File: src/hw/rtl/char_lcd_nibble_sequencer_defines.svh
// Assertion macros for the character LCD nibble sequencer.
`ifndef CHAR_LCD_NIBBLE_SEQUENCER_DEFINES_SVH
`define CHAR_LCD_NIBBLE_SEQUENCER_DEFINES_SVH

`ifndef SYNTHESIS
// Same-cycle implication, checked outside reset.
`define CLNS_ASSERT_IMPLY(label, clk, rst, ante, cons) \
   label: assert property (@(posedge clk) disable iff (rst) (ante) |-> (cons)) \
      else $error("assertion failed: %m");
// Next-cycle implication, checked outside reset.
`define CLNS_ASSERT_NEXT(label, clk, rst, ante, cons) \
   label: assert property (@(posedge clk) disable iff (rst) (ante) |=> (cons)) \
      else $error("assertion failed: %m");
`else
`define CLNS_ASSERT_IMPLY(label, clk, rst, ante, cons)
`define CLNS_ASSERT_NEXT(label, clk, rst, ante, cons)
`endif

`endif

File: src/hw/rtl/clns_pkg.sv
// Shared widths, mode codes, LCD command bytes and lookup tables.
package clns_pkg;

   localparam int MODE_W   = 3;
   localparam int VALUE_W  = 16;
   localparam int ROW_W    = 3;
   localparam int COLUMN_W = 5;
   localparam int NIBBLE_W = 4;

   localparam logic [MODE_W-1:0] MODE_INIT     = 3'd0;
   localparam logic [MODE_W-1:0] MODE_CHAR     = 3'd1;
   localparam logic [MODE_W-1:0] MODE_GOTO     = 3'd2;
   localparam logic [MODE_W-1:0] MODE_UNSIGNED = 3'd3;
   localparam logic [MODE_W-1:0] MODE_SIGNED   = 3'd4;
   localparam logic [MODE_W-1:0] MODE_RAW      = 3'd5;

   localparam logic [7:0] CHAR_FORM_FEED = 8'h0C;
   localparam logic [7:0] CHAR_NEWLINE   = 8'h0A;
   localparam logic [7:0] CHAR_BACKSPACE = 8'h08;
   localparam logic [7:0] CHAR_MINUS     = 8'h2D;
   localparam logic [7:0] CHAR_ZERO      = 8'h30;

   localparam logic [7:0] CMD_FUNCTION_SET = 8'h20 | (8'h02 << 2);
   localparam logic [7:0] CMD_DISPLAY_ON   = 8'h0C;
   localparam logic [7:0] CMD_CLEAR        = 8'h01;
   localparam logic [7:0] CMD_ENTRY_MODE   = 8'h06;
   localparam logic [7:0] CMD_LINE2_HOME   = 8'hC0;
   localparam logic [7:0] CMD_CURSOR_LEFT  = 8'h10;

   localparam logic [3:0] WAKE_NIBBLE  = 4'h3;
   localparam logic [3:0] FOUR_BIT_NIB = 4'h2;

   // Power-up sequence: three wake nibbles, 4-bit switch, then four set-up bytes.
   function automatic logic [NIBBLE_W-1:0] init_nibble(input logic [3:0] idx);
      logic [NIBBLE_W-1:0] nib;
      case (idx)
         4'd0, 4'd1, 4'd2: nib = WAKE_NIBBLE;
         4'd3:  nib = FOUR_BIT_NIB;
         4'd4:  nib = CMD_FUNCTION_SET[7:4];
         4'd5:  nib = CMD_FUNCTION_SET[3:0];
         4'd6:  nib = CMD_DISPLAY_ON[7:4];
         4'd7:  nib = CMD_DISPLAY_ON[3:0];
         4'd8:  nib = CMD_CLEAR[7:4];
         4'd9:  nib = CMD_CLEAR[3:0];
         4'd10: nib = CMD_ENTRY_MODE[7:4];
         4'd11: nib = CMD_ENTRY_MODE[3:0];
         default: nib = '0;
      endcase
      return nib;
   endfunction

   // DDRAM address of column one on each display line.
   function automatic logic [7:0] row_base(input logic [1:0] r);
      logic [7:0] base;
      case (r)
         2'd0: base = 8'h80;
         2'd1: base = 8'hC0;
         2'd2: base = 8'h94;
         2'd3: base = 8'hD4;
         default: base = 8'h80;
      endcase
      return base;
   endfunction

endpackage

File: src/hw/rtl/clns_if.sv
// Request and response channel interfaces of the LCD nibble sequencer.
interface clns_req_if;
   import clns_pkg::*;
   logic                valid;
   logic                ready;
   logic [MODE_W-1:0]   mode;
   logic [VALUE_W-1:0]  value;
   logic [ROW_W-1:0]    row;
   logic [COLUMN_W-1:0] column;
   modport source (output valid, mode, value, row, column, input ready);
   modport sink   (input valid, mode, value, row, column, output ready);
endinterface

interface clns_rsp_if;
   import clns_pkg::*;
   logic                valid;
   logic                ready;
   logic                rs;
   logic [NIBBLE_W-1:0] nibble;
   logic                last;
   modport source (output valid, rs, nibble, last, input ready);
   modport sink   (input valid, rs, nibble, last, output ready);
endinterface

File: src/hw/rtl/char_lcd_nibble_sequencer.sv
// Top level: turns one LCD request into the 4-bit bus writes it needs.
`include "char_lcd_nibble_sequencer_defines.svh"

// Takes one request at a time and plays out its nibbles on the response
// channel, high nibble of each byte first, with last set on the final one.
// The request side is ready only while the sequencer is idle. Init sends
// twelve nibbles; text, goto and raw requests send two nibbles. Number
// requests first run shift-and-add-3 binary to BCD conversion on one shared
// adjust/shift unit (one input bit per cycle), then send two nibbles per
// digit plus two for a minus sign, up to twelve nibbles. Nibbles go out
// back to back while the response side is ready; back-pressure stalls
// them. The response register lets the next request be taken while the
// final nibble of the previous one is still waiting. Unused modes are
// accepted and dropped with no response.
module char_lcd_nibble_sequencer #(
   parameter int COLUMNS = 20
) (
   input logic         clock,
   input logic         reset,
   clns_req_if.sink    req_chan,
   clns_rsp_if.source  rsp_chan
);
   import clns_pkg::*;

   localparam logic [5:0] COL_MAX = 6'(COLUMNS);

   typedef enum logic [1:0] {
      ST_IDLE,
      ST_CONVERT,
      ST_EMIT
   } state_type;

   state_type            state_ff, state_in;
   logic [MODE_W-1:0]    mode_ff, mode_in;
   logic [7:0]           byte_ff, byte_in;
   logic                 rs_ff, rs_in;
   logic                 neg_ff, neg_in;
   logic [VALUE_W-1:0]   bin_ff, bin_in;
   logic [19:0]          bcd_ff, bcd_in;
   logic [3:0]           step_ff, step_in;
   logic [3:0]           nib_ff, nib_in;
   logic                 rsp_valid_ff, rsp_valid_in;
   logic                 rsp_rs_ff, rsp_rs_in;
   logic [NIBBLE_W-1:0]  rsp_nibble_ff, rsp_nibble_in;
   logic                 rsp_last_ff, rsp_last_in;

   logic                 req_take;
   logic                 slot_free;
   logic [1:0]           row_sel;
   logic [5:0]           col_sat;
   logic [7:0]           goto_byte;
   logic [7:0]           char_byte;
   logic                 char_rs;
   logic [19:0]          bcd_adj;
   logic [2:0]           num_digits;
   logic [3:0]           last_idx;
   logic [2:0]           byte_idx;
   logic [2:0]           digit_pos;
   logic [2:0]           digit_sel;
   logic [3:0]           digit;
   logic [7:0]           emit_byte;
   logic                 emit_rs;
   logic [NIBBLE_W-1:0]  emit_nibble;

   assign req_chan.ready  = (state_ff == ST_IDLE);
   assign req_take        = req_chan.valid && req_chan.ready;
   assign slot_free       = !rsp_valid_ff || rsp_chan.ready;

   assign rsp_chan.valid  = rsp_valid_ff;
   assign rsp_chan.rs     = rsp_rs_ff;
   assign rsp_chan.nibble = rsp_nibble_ff;
   assign rsp_chan.last   = rsp_last_ff;

   // Goto address: clamp row to 1..4 and column to 1..COLUMNS.
   always_comb begin
      if (req_chan.row == 3'd0) begin
         row_sel = 2'd0;
      end else if (req_chan.row > 3'd4) begin
         row_sel = 2'd3;
      end else begin
         row_sel = 2'(req_chan.row - 3'd1);
      end
      col_sat = {1'b0, req_chan.column};
      if (col_sat == 6'd0) begin
         col_sat = 6'd1;
      end else if (col_sat > COL_MAX) begin
         col_sat = COL_MAX;
      end
      goto_byte = row_base(row_sel) + {2'b00, col_sat} - 8'd1;
   end

   // Text characters: the three control codes map to display commands.
   always_comb begin
      char_byte = req_chan.value[7:0];
      char_rs   = 1'b1;
      case (req_chan.value[7:0])
         CHAR_FORM_FEED: begin
            char_byte = CMD_CLEAR;
            char_rs   = 1'b0;
         end
         CHAR_NEWLINE: begin
            char_byte = CMD_LINE2_HOME;
            char_rs   = 1'b0;
         end
         CHAR_BACKSPACE: begin
            char_byte = CMD_CURSOR_LEFT;
            char_rs   = 1'b0;
         end
         default: begin
            char_byte = req_chan.value[7:0];
            char_rs   = 1'b1;
         end
      endcase
   end

   // Shared conversion unit: add 3 to every BCD digit of five or more.
   always_comb begin
      for (int i = 0; i < 5; i++) begin
         if (bcd_ff[4*i +: 4] >= 4'd5) begin
            bcd_adj[4*i +: 4] = bcd_ff[4*i +: 4] + 4'd3;
         end else begin
            bcd_adj[4*i +: 4] = bcd_ff[4*i +: 4];
         end
      end
   end

   // Digit count without leading zeros; zero still prints one digit.
   always_comb begin
      if (bcd_ff[19:16] != 4'd0) begin
         num_digits = 3'd5;
      end else if (bcd_ff[15:12] != 4'd0) begin
         num_digits = 3'd4;
      end else if (bcd_ff[11:8] != 4'd0) begin
         num_digits = 3'd3;
      end else if (bcd_ff[7:4] != 4'd0) begin
         num_digits = 3'd2;
      end else begin
         num_digits = 3'd1;
      end
   end

   // Pick the byte and register select for the current nibble slot.
   always_comb begin
      byte_idx  = nib_ff[3:1];
      digit_pos = byte_idx - {2'b00, neg_ff};
      digit_sel = num_digits - 3'd1 - digit_pos;
      case (digit_sel)
         3'd0: digit = bcd_ff[3:0];
         3'd1: digit = bcd_ff[7:4];
         3'd2: digit = bcd_ff[11:8];
         3'd3: digit = bcd_ff[15:12];
         3'd4: digit = bcd_ff[19:16];
         default: digit = 4'd0;
      endcase
      emit_byte = byte_ff;
      emit_rs   = rs_ff;
      last_idx  = 4'd1;
      case (mode_ff)
         MODE_INIT: begin
            last_idx = 4'd11;
            emit_rs  = 1'b0;
         end
         MODE_UNSIGNED, MODE_SIGNED: begin
            last_idx = {num_digits + {2'b00, neg_ff}, 1'b0} - 4'd1;
            emit_rs  = 1'b1;
            if (neg_ff && (byte_idx == 3'd0)) begin
               emit_byte = CHAR_MINUS;
            end else begin
               emit_byte = CHAR_ZERO | {4'h0, digit};
            end
         end
         default: begin
            last_idx = 4'd1;
         end
      endcase
      if (mode_ff == MODE_INIT) begin
         emit_nibble = init_nibble(nib_ff);
      end else if (nib_ff[0] == 1'b0) begin
         emit_nibble = emit_byte[7:4];
      end else begin
         emit_nibble = emit_byte[3:0];
      end
   end

   // Sequencer next-state logic.
   always_comb begin
      state_in      = state_ff;
      mode_in       = mode_ff;
      byte_in       = byte_ff;
      rs_in         = rs_ff;
      neg_in        = neg_ff;
      bin_in        = bin_ff;
      bcd_in        = bcd_ff;
      step_in       = step_ff;
      nib_in        = nib_ff;
      rsp_valid_in  = rsp_valid_ff;
      rsp_rs_in     = rsp_rs_ff;
      rsp_nibble_in = rsp_nibble_ff;
      rsp_last_in   = rsp_last_ff;

      // Drop the held nibble once the sink takes it.
      if (rsp_valid_ff && rsp_chan.ready) begin
         rsp_valid_in = 1'b0;
      end

      case (state_ff)
         ST_IDLE: begin
            if (req_take) begin
               mode_in = req_chan.mode;
               nib_in  = 4'd0;
               step_in = 4'd0;
               bcd_in  = '0;
               neg_in  = 1'b0;
               case (req_chan.mode)
                  MODE_INIT: begin
                     state_in = ST_EMIT;
                  end
                  MODE_CHAR: begin
                     byte_in  = char_byte;
                     rs_in    = char_rs;
                     state_in = ST_EMIT;
                  end
                  MODE_GOTO: begin
                     byte_in  = goto_byte;
                     rs_in    = 1'b0;
                     state_in = ST_EMIT;
                  end
                  MODE_UNSIGNED: begin
                     bin_in   = req_chan.value;
                     state_in = ST_CONVERT;
                  end
                  MODE_SIGNED: begin
                     neg_in = req_chan.value[VALUE_W-1];
                     if (req_chan.value[VALUE_W-1]) begin
                        bin_in = VALUE_W'(-req_chan.value);
                     end else begin
                        bin_in = req_chan.value;
                     end
                     state_in = ST_CONVERT;
                  end
                  MODE_RAW: begin
                     byte_in  = req_chan.value[7:0];
                     rs_in    = 1'b0;
                     state_in = ST_EMIT;
                  end
                  default: begin
                     state_in = ST_IDLE;
                  end
               endcase
            end
         end
         ST_CONVERT: begin
            // Shift one input bit into the adjusted BCD digits.
            bcd_in  = {bcd_adj[18:0], bin_ff[VALUE_W-1]};
            bin_in  = {bin_ff[VALUE_W-2:0], 1'b0};
            step_in = step_ff + 4'd1;
            if (step_ff == 4'(VALUE_W - 1)) begin
               state_in = ST_EMIT;
            end
         end
         ST_EMIT: begin
            if (slot_free) begin
               rsp_valid_in  = 1'b1;
               rsp_rs_in     = emit_rs;
               rsp_nibble_in = emit_nibble;
               rsp_last_in   = (nib_ff == last_idx);
               nib_in        = nib_ff + 4'd1;
               if (nib_ff == last_idx) begin
                  state_in = ST_IDLE;
               end
            end
         end
         default: begin
            state_in = ST_IDLE;
         end
      endcase
   end

   // State and registered outputs.
   always_ff @(posedge clock) begin
      mode_ff       <= mode_in;
      byte_ff       <= byte_in;
      rs_ff         <= rs_in;
      neg_ff        <= neg_in;
      bin_ff        <= bin_in;
      bcd_ff        <= bcd_in;
      step_ff       <= step_in;
      nib_ff        <= nib_in;
      rsp_rs_ff     <= rsp_rs_in;
      rsp_nibble_ff <= rsp_nibble_in;
      rsp_last_ff   <= rsp_last_in;
      if (reset) begin
         state_ff     <= ST_IDLE;
         rsp_valid_ff <= 1'b0;
      end else begin
         state_ff     <= state_in;
         rsp_valid_ff <= rsp_valid_in;
      end
   end

   // The nibble counter never runs past the final slot of the request.
   `CLNS_ASSERT_IMPLY(a_nib_in_range, clock, reset,
      state_ff == ST_EMIT, nib_ff <= last_idx)

   // After sixteen shifts every input bit has moved into the BCD digits.
   `CLNS_ASSERT_NEXT(a_convert_drained, clock, reset,
      state_ff == ST_CONVERT && step_ff == 4'(VALUE_W - 1), bin_ff == '0)

   // Converted digits are all proper decimal digits while they are sent.
   `CLNS_ASSERT_IMPLY(a_bcd_digits_valid, clock, reset,
      state_ff == ST_EMIT && (mode_ff == MODE_UNSIGNED || mode_ff == MODE_SIGNED),
      bcd_ff[3:0] <= 4'd9 && bcd_ff[7:4] <= 4'd9 && bcd_ff[11:8] <= 4'd9 &&
      bcd_ff[15:12] <= 4'd9 && bcd_ff[19:16] <= 4'd9)

endmodule

File: src/flat_wrapper.sv
// flat-port wrapper written by rule: the top's interface ports become plain ports
module char_lcd_nibble_sequencer_flat import clns_pkg::*;
#(
   parameter int COLUMNS = 20
)
  (clock, reset, req_chan_valid, req_chan_mode, req_chan_value, req_chan_row, req_chan_column, req_chan_ready, rsp_chan_valid, rsp_chan_rs, rsp_chan_nibble, rsp_chan_last, rsp_chan_ready);
  clns_req_if req_chan_i ();
  clns_rsp_if rsp_chan_i ();
  input logic clock;
  input logic reset;
  input wire logic [$bits(req_chan_i.valid)-1:0] req_chan_valid;
  input wire logic [$bits(req_chan_i.mode)-1:0] req_chan_mode;
  input wire logic [$bits(req_chan_i.value)-1:0] req_chan_value;
  input wire logic [$bits(req_chan_i.row)-1:0] req_chan_row;
  input wire logic [$bits(req_chan_i.column)-1:0] req_chan_column;
  output wire logic [$bits(req_chan_i.ready)-1:0] req_chan_ready;
  output wire logic [$bits(rsp_chan_i.valid)-1:0] rsp_chan_valid;
  output wire logic [$bits(rsp_chan_i.rs)-1:0] rsp_chan_rs;
  output wire logic [$bits(rsp_chan_i.nibble)-1:0] rsp_chan_nibble;
  output wire logic [$bits(rsp_chan_i.last)-1:0] rsp_chan_last;
  input wire logic [$bits(rsp_chan_i.ready)-1:0] rsp_chan_ready;
  assign req_chan_i.valid = req_chan_valid;
  assign req_chan_i.mode = req_chan_mode;
  assign req_chan_i.value = req_chan_value;
  assign req_chan_i.row = req_chan_row;
  assign req_chan_i.column = req_chan_column;
  assign req_chan_ready = req_chan_i.ready;
  assign rsp_chan_valid = rsp_chan_i.valid;
  assign rsp_chan_rs = rsp_chan_i.rs;
  assign rsp_chan_nibble = rsp_chan_i.nibble;
  assign rsp_chan_last = rsp_chan_i.last;
  assign rsp_chan_i.ready = rsp_chan_ready;
  char_lcd_nibble_sequencer #(.COLUMNS(COLUMNS)) u_core (.clock(clock), .reset(reset), .req_chan(req_chan_i), .rsp_chan(rsp_chan_i));
endmodule
File: config.mk
export PLATFORM = sky130hd
export DESIGN_NAME = char_lcd_nibble_sequencer_flat
export DESIGN_NICKNAME = d
export VERILOG_FILES = /design/src/hw/rtl/clns_pkg.sv /design/src/hw/rtl/clns_if.sv /design/src/hw/rtl/char_lcd_nibble_sequencer.sv /design/src/flat_wrapper.sv
export VERILOG_INCLUDE_DIRS = /design/src /design/src/hw/rtl
export SDC_FILE = /design/constraint.sdc
export NUM_CORES = 1
export LEC_CHECK = 0
export BUFFER_PORTS_ARGS = -buffer_cell sky130_fd_sc_hd__buf_2
export CAP_MARGIN = 0
export CELL_PAD_IN_SITES_DETAIL_PLACEMENT = 1
export CELL_PAD_IN_SITES_GLOBAL_PLACEMENT = 2
export CORE_UTILIZATION = 38
export CTS_CLUSTER_SIZE = 8
export DETAILED_ROUTE_END_ITERATION = 12
export PLACE_DENSITY_LB_ADDON = 0.1
export SLEW_MARGIN = 30
export SYNTH_ARGS = -nofsm -noshare
export SYNTH_HDL_FRONTEND = slang
export SYNTH_SLANG_ARGS = --single-unit
File: constraint.sdc
create_clock -name clock -period 4.5 [get_ports clock]
set_input_delay 0.45 -clock clock [delete_from_list [all_inputs] [get_ports clock]]
set_output_delay 0.45 -clock clock [all_outputs]
set_load 0.02 [all_outputs]
**Word-level counts from Yosys, hierarchy flattened**

Memories as Yosys holds them, arrays and structs flattened. A register that Yosys moved wholly into a read port is not among the register bits.
Cells that the tools add are included.

- Add/subtract/negate cells: 16
- $lt $le $gt $ge: 7
- Equal/unequal tests: 26
- Mux-type cells: 45
- Reductions and logical operators: 34

Operators with widths:

| operator | number |
|---|---|
| 16-bit case mux with 2 select lines | 2 |
| 8-bit case mux with 3 select lines | 2 |
| 20-bit case mux with 2 select lines | 1 |
| 4-bit 2-to-1 mux | 9 |
| 16-bit 2-to-1 mux | 2 |
| 8-bit case mux with 4 select lines | 1 |
| 8-bit by 4-bit equality test with 1-bit output, second input constant | 3 |
| 4-bit case mux with 2 select lines | 3 |
| 4-bit by 3-bit >= comparator with 1-bit output, second input constant | 5 |
| 20-bit 2-to-1 mux | 1 |
| 4-bit case mux with 5 select lines | 1 |
| 4-bit by 2-bit adder with 4-bit output, second input constant | 4 |
| 16-bit negator | 1 |
| 4-bit nonzero test | 4 |
| 3-bit by 2-bit equality test with 1-bit output, second input constant | 5 |
| 3-bit zero test | 5 |
| 2-bit 2-to-1 mux | 7 |
| 3-bit equality test, second input constant | 4 |
| 3-bit 2-to-1 mux | 4 |
| 3-bit AND reduction | 4 |
| 5-bit 2-to-1 mux | 2 |
| 4-bit by 1-bit adder with 4-bit output, second input constant | 2 |
| 8-bit by 6-bit adder with 8-bit output | 1 |
| 8-bit 2-to-1 mux | 1 |
| 35 further kinds | 54 |

- Register bits: 66
- Memory bits (read-only): 64
- Output and inout port bits: 8
- Memories: 1

Memory list:

| memory | depth | bits a word | rd ports | clocked after Yosys merged registers in | wr ports | RTL line | RTL |
|---|---|---|---|---|---|---|---|
| (name not given) | 16 | 4 | 1 | 1 | 0 | clns_pkg.sv:36 | `case (idx)` |

**Logic depth before layout (Yosys ltp)**

- Word-level depth: 13
- Mapped depth: 14
- Gate-level depth less buffers: 14

**Worst setup path after synthesis**

OpenSTA, ideal clock, no wires.

- Kind: reg2reg
- From: reg u_core.bcd_ff[12]
- To: reg u_core.rsp_nibble_ff[1] (netlist: u_core.rsp_chan.nibble[1]) (data pin)
- Setup time: 261 ps
- Arrival: 3100 ps
- Data required time: 4239 ps
- Path slack: 1139 ps
- Stages on the path, launching flop included: 12
- Path buffers: 1
- Period minus slack after synthesis: 3361 ps
- Path through: edfxtp_1 -> inv_1 -> ha_1 -> or3b_4 -> o21ai_0 -> inv_1 -> fa_1 -> clkbuf_1 -> mux4_2 -> inv_1 -> mux2i_1 -> a221o_1

- Longest elaborated chain between the ends: 11
- Elaborated cells between the ends (all ways): 15
- Classes of those cells: 2 x add/sub; 4 x eq/ne; 7 x mux; 2 x reduce/logical

Ends and longest elaborated chain:

| item | RTL line | RTL |
|---|---|---|
| start, declared | char_lcd_nibble_sequencer.sv:39 | `logic [19:0] bcd_ff, bcd_in;` |
| start signal, assigned | char_lcd_nibble_sequencer.sv:286 | `bcd_ff <= bcd_in;` |
| 4-bit nonzero test (*) | char_lcd_nibble_sequencer.sv:131 | `end else if (bcd_ff[15:12] != 4'd0) begin` |
| 3-bit 2-to-1 mux (*) | char_lcd_nibble_sequencer.sv:131 |  |
| 3-bit 2-to-1 mux (*) | char_lcd_nibble_sequencer.sv:129 | `if (bcd_ff[19:16] != 4'd0) begin` |
| 3-bit by 1-bit subtractor with 3-bit output (*) | char_lcd_nibble_sequencer.sv:146 | `digit_sel = num_digits - 3'd1 - digit_pos;` |
| 3-bit subtractor (*) | char_lcd_nibble_sequencer.sv:146 |  |
| 3-bit equality test, or another cell as far along | char_lcd_nibble_sequencer.sv:147 | `case (digit_sel)` |
| 4-bit case mux with 5 select lines (*) | char_lcd_nibble_sequencer.sv:147 |  |
| 5-bit 2-to-1 mux (*) | char_lcd_nibble_sequencer.sv:166 | `if (neg_ff && (byte_idx == 3'd0)) begin` |
| 8-bit 2-to-1 mux (*) | char_lcd_nibble_sequencer.sv:158 | `case (mode_ff)` |
| 4-bit 2-to-1 mux (*) | char_lcd_nibble_sequencer.sv:178 | `end else if (nib_ff[0] == 1'b0) begin` |
| 4-bit 2-to-1 mux (*) | char_lcd_nibble_sequencer.sv:176 | `if (mode_ff == MODE_INIT) begin` |
| net u_core.emit_nibble[1] | char_lcd_nibble_sequencer.sv:63 | `logic [NIBBLE_W-1:0] emit_nibble;` |
| end signal, assigned | char_lcd_nibble_sequencer.sv:290 | `rsp_nibble_ff <= rsp_nibble_in;` |
| end, declared | char_lcd_nibble_sequencer.sv:44 | `logic [NIBBLE_W-1:0] rsp_nibble_ff, rsp_nibble_in;` |

The timed path passes the listed nets; every way through them passes the cells marked *.
A chain may end at the register's enable or synchronous reset.

**Final worst setup path**

Same ends and word-level chain as after synthesis.

==> impl_metrics.json <==
{
  "status": "finished clean",
  "die_w_um": 113,
  "path_max_fanout": 7,
  "grt_pass1_wl_mm": 19.3,
  "wl_mm": 11.7,
  "routedWlPerCell_um": 17.1,
  "gp_congestion": 0.793,
  "dr.pass1.iters": 4,
  "crit_path_max_incr_delay_ns": 0.52,
  "clock_sinks": 70,
  "synth_area_leaders": "edfxtp_1 (40%), ha_1 (6.7%), nand2_1 (4.2%)",
  "clk_latency_ns": 0.34,
  "cts_tree": "built",
  "drc_errors": 0,
  "drive_gt1_share_pct": 12.1,
  "relSlewSlack_pct": 41.7,
  "utilization_pct": 44.2,
  "powerDensity_nw_per_um2": 368,
  "synth_top_cell_area_share_pct": 40.3,
  "clock_skew_ns": 0.00341,
  "cap_violations": 0,
  "synth_warnings": 0,
  "cts_buffers": 9,
  "syn_inst": 497,
  "ys_seq_area_share_pct": 43.3,
  "portBuffers": 38,
  "setup_viol": 0,
  "rsz0062_at_grt": "false",
  "num_rows": 40,
  "postSynth.asyncResetShare_pct": 0,
  "slowest_stage": "fa_1",
  "syn_nets": 556,
  "n_antenna_cell": 0,
  "crit_chain": "inv_1 -> ha_1 -> or3b_4 -> o21ai_0 -> inv_1 -> fa_1 -> inv_1 -> fa_1 -> mux4_2 -> inv_1 -> mux2i_1 -> a221o_1",
  "ant_nets": 0,
  "layout_setup_ws_ns": 0.771,
  "arrival_ns": 3.82,
  "areaGrowthSynthToFinish_pct": 13.2,
  "holdWs_ns": 0.315,
  "grt_max_degree": 33,
  "vias": 3728,
  "r2r_start": "u_core.bcd_ff[12]",
  "hold_buffers": 0,
  "dp_hpwl_mm": 8.92,
  "crit_buf_inv": 4,
  "holdPathStages": 2,
  "syn_avg_cell_area_sq_um": 9.44,
  "rr_worst_depth": 12,
  "overflow": 0,
  "die_y_um": 113,
  "r2r_end": "u_core.rsp_chan.nibble[1]",
  "min_to": "u_core.rsp_chan.valid",
  "hold_path.class": "in -> reg",
  "root_buffer": "clkbuf_16",
  "grt_use_total_pct": 19.7,
  "synth_edf_count": 63,
  "dp_cells": 670,
  "finalSetupTns_ns": 0,
  "synth_ff_type": "edfxtp_1",
  "dieArea_sq_um": 12800,
  "core_area_sq_um": 12000,
  "initial_core_util_pct": 39.1,
  "fin_crit_ns": 3.73,
  "hp-start": "reset",
  "dr.first_iter.drc_count": 202,
  "nets": 593,
  "ir_drop_mv": 0.206,
  "viasPerCell": 5.44,
  "worst-endpoint-required_ns": 4.59,
  "finalCritPeriodShare_pct": 82.9,
  "fmax_ghz": 0.268,
  "pin_count": 39,
  "h-tree-depth": 3,
  "critical_path.top_delay_family": "adder cells",
  "worst_pin_slew_ns": 0.868,
  "synth_top_cell_by_area": "edfxtp_1",
  "rrSetupSlack_ns": 0.77,
  "cts.repair.resized": 0,
  "dp_worst_setup_slack_ns": 0.757,
  "endpoint_kind": "register",
  "power_mw": 1.96,
  "startpoint_type": "register",
  "clockBufferDepth": 2,
  "hold_viol": 0,
  "stdcell_area_sq_um": 5310,
  "setup.worst_path.class": "reg -> reg",
  "cellLeakagePower_nw": 2.04,
  "path_clk_slew_ns": 0.06,
  "grt_pass1_vias": 3793,
  "post-cts-setup-buffer-count": 0,
  "slew_violations": 0,
  "ys_types": 58,
  "syn_area_sq_um": 4690,
  "stdcell_count": 685,
  "synth_seq_cells": 70,
  "cp_common_cell": "inv_1",
  "antenna_found_initial": 0,
  "dpl-instance-area_sq_um": 5030
}
==> how the worst max path moves through the flow <==
| stage | from | end | slack [ns] | cells past startpoint |
|---|---|---|---|---|
| after floorplan | u_core.bcd_ff[12] | u_core.rsp_chan.nibble[1] | 1.14 | 11 |
| after global placement | u_core.bcd_ff[12] | u_core.rsp_chan.nibble[1] | 0.94 | 12 |
| after detailed placement | u_core.bcd_ff[12] | u_core.rsp_chan.nibble[1] | 0.76 | 12 |
| after CTS | u_core.bcd_ff[12] | u_core.rsp_chan.nibble[1] | 0.75 | 12 |
| after global routing | u_core.bcd_ff[16] | u_core.state_ff[1] | 0.53 | 13 |
| final | u_core.bcd_ff[12] | u_core.rsp_chan.nibble[1] | 0.77 | 12 |
==> layout make-up <==
cell class / count / area [sq um]
fill: 1374 / 6700
sequential: 70 / 2030
clock inverter: 6 / 53.8
multi-input combinational: 375 / 2470
clock buffer: 9 / 225
timing repair buffer: 41 / 213
tap: 147 / 184
inverter: 37 / 139
==> per-layer routing <==
layer / global-route usage [%] / part of all wire, %
met5: 0 / 0
met4: 5.53 / 1.2
met3: 5.03 / 2.6
met2: 32.4 / 47
met1: 25.8 / 49
==> worst register-to-register path, stage by stage, from the launching register on <==
cell	delay, ns
edfxtp_1	0.42
inv_1	0.15
ha_1	0.17
or3b_4	0.41
o21ai_0	0.37
inv_1	0.12
fa_1	0.43
inv_1	0.09
fa_1	0.52
mux4_2	0.33
inv_1	0.08
mux2i_1	0.06
a221o_1	0.33
==> logic make-up after synthesis <==
group / Yosys count / share of synthesized area, %
buffers and inverters: 52 / 4.19
flip-flops: 70 / 43.3
AO/OA/AOI/OAI: 119 / 16.7
XOR/XNOR: 36 / 6.72
multiplexers: 8 / 2.05
AND/OR/NAND/NOR: 183 / 18.9
adder cells (fa/ha/maj): 29 / 8.16
==> where the power goes <==
group / internal (mW) / total [mW] / switching [mW]
Clock: 0.419 / 0.689 / 0.270
Sequential: 0.779 / 0.838 / 0.0590
Combinational: 0.176 / 0.428 / 0.252
==> registers in the layout, summed over array words and instances, names as in the netlist, named ones only <==
name,count
u_core.byte_ff,8
u_core.rsp_chan.nibble,4
u_core.nib_ff,4
u_core.state_ff,2
u_core.mode_ff,3
u_core.neg_ff,1
u_core.bin_ff,16
u_core.rsp_chan.rs,1
u_core.bcd_ff,20
u_core.rs_ff,1
u_core.step_ff,4
u_core.rsp_chan.last,1
u_core.rsp_chan.valid,1
==> synthesized netlist by cell type (all sizes together), types with 3 or more instances <==
master / n
mux2i: 4
nand3b: 3
nand2: 53
nor3: 10
o211ai: 5
o21ai: 36
mux2: 3
a22o: 5
xnor2: 18
nand3: 11
dfxtp: 7
edfxtp: 63
ha: 25
a31oi: 6
nor2b: 14
xor2: 18
o31ai: 4
a22oi: 3
and2: 5
nor2: 53
inv: 36
nand2b: 12
a221o: 4
fa: 3
a221oi: 3
or3b: 3
nor4: 4
a21oi: 31
clkbuf: 14
nor3b: 7
nand4: 3
==> layout by cell type, fill, tap and decap left out, drive strengths merged, types with 2 or more instances in the layout <==
cell type,instances
edfxtp,63
nand2,53
nor2,53
buf,41
inv,36
o21ai,36
a21oi,31
ha,25
xor2,18
xnor2,18
nor2b,14
nand2b,12
nand3,11
nor3,10
clkbuf,9
nor3b,7
dfxtp,7
a31oi,6
a22o,5
o211ai,5
and2,5
clkinv,5
a221o,4
nor4,4
o31ai,4
mux2i,4
nand3b,3
mux2,3
nand4,3
a221oi,3
a22oi,3
fa,3
or3b,3
a211oi,2
a21o,2
a21bo,2
o21bai,2
o211a,2
Power figures use the tool's default switching activity.
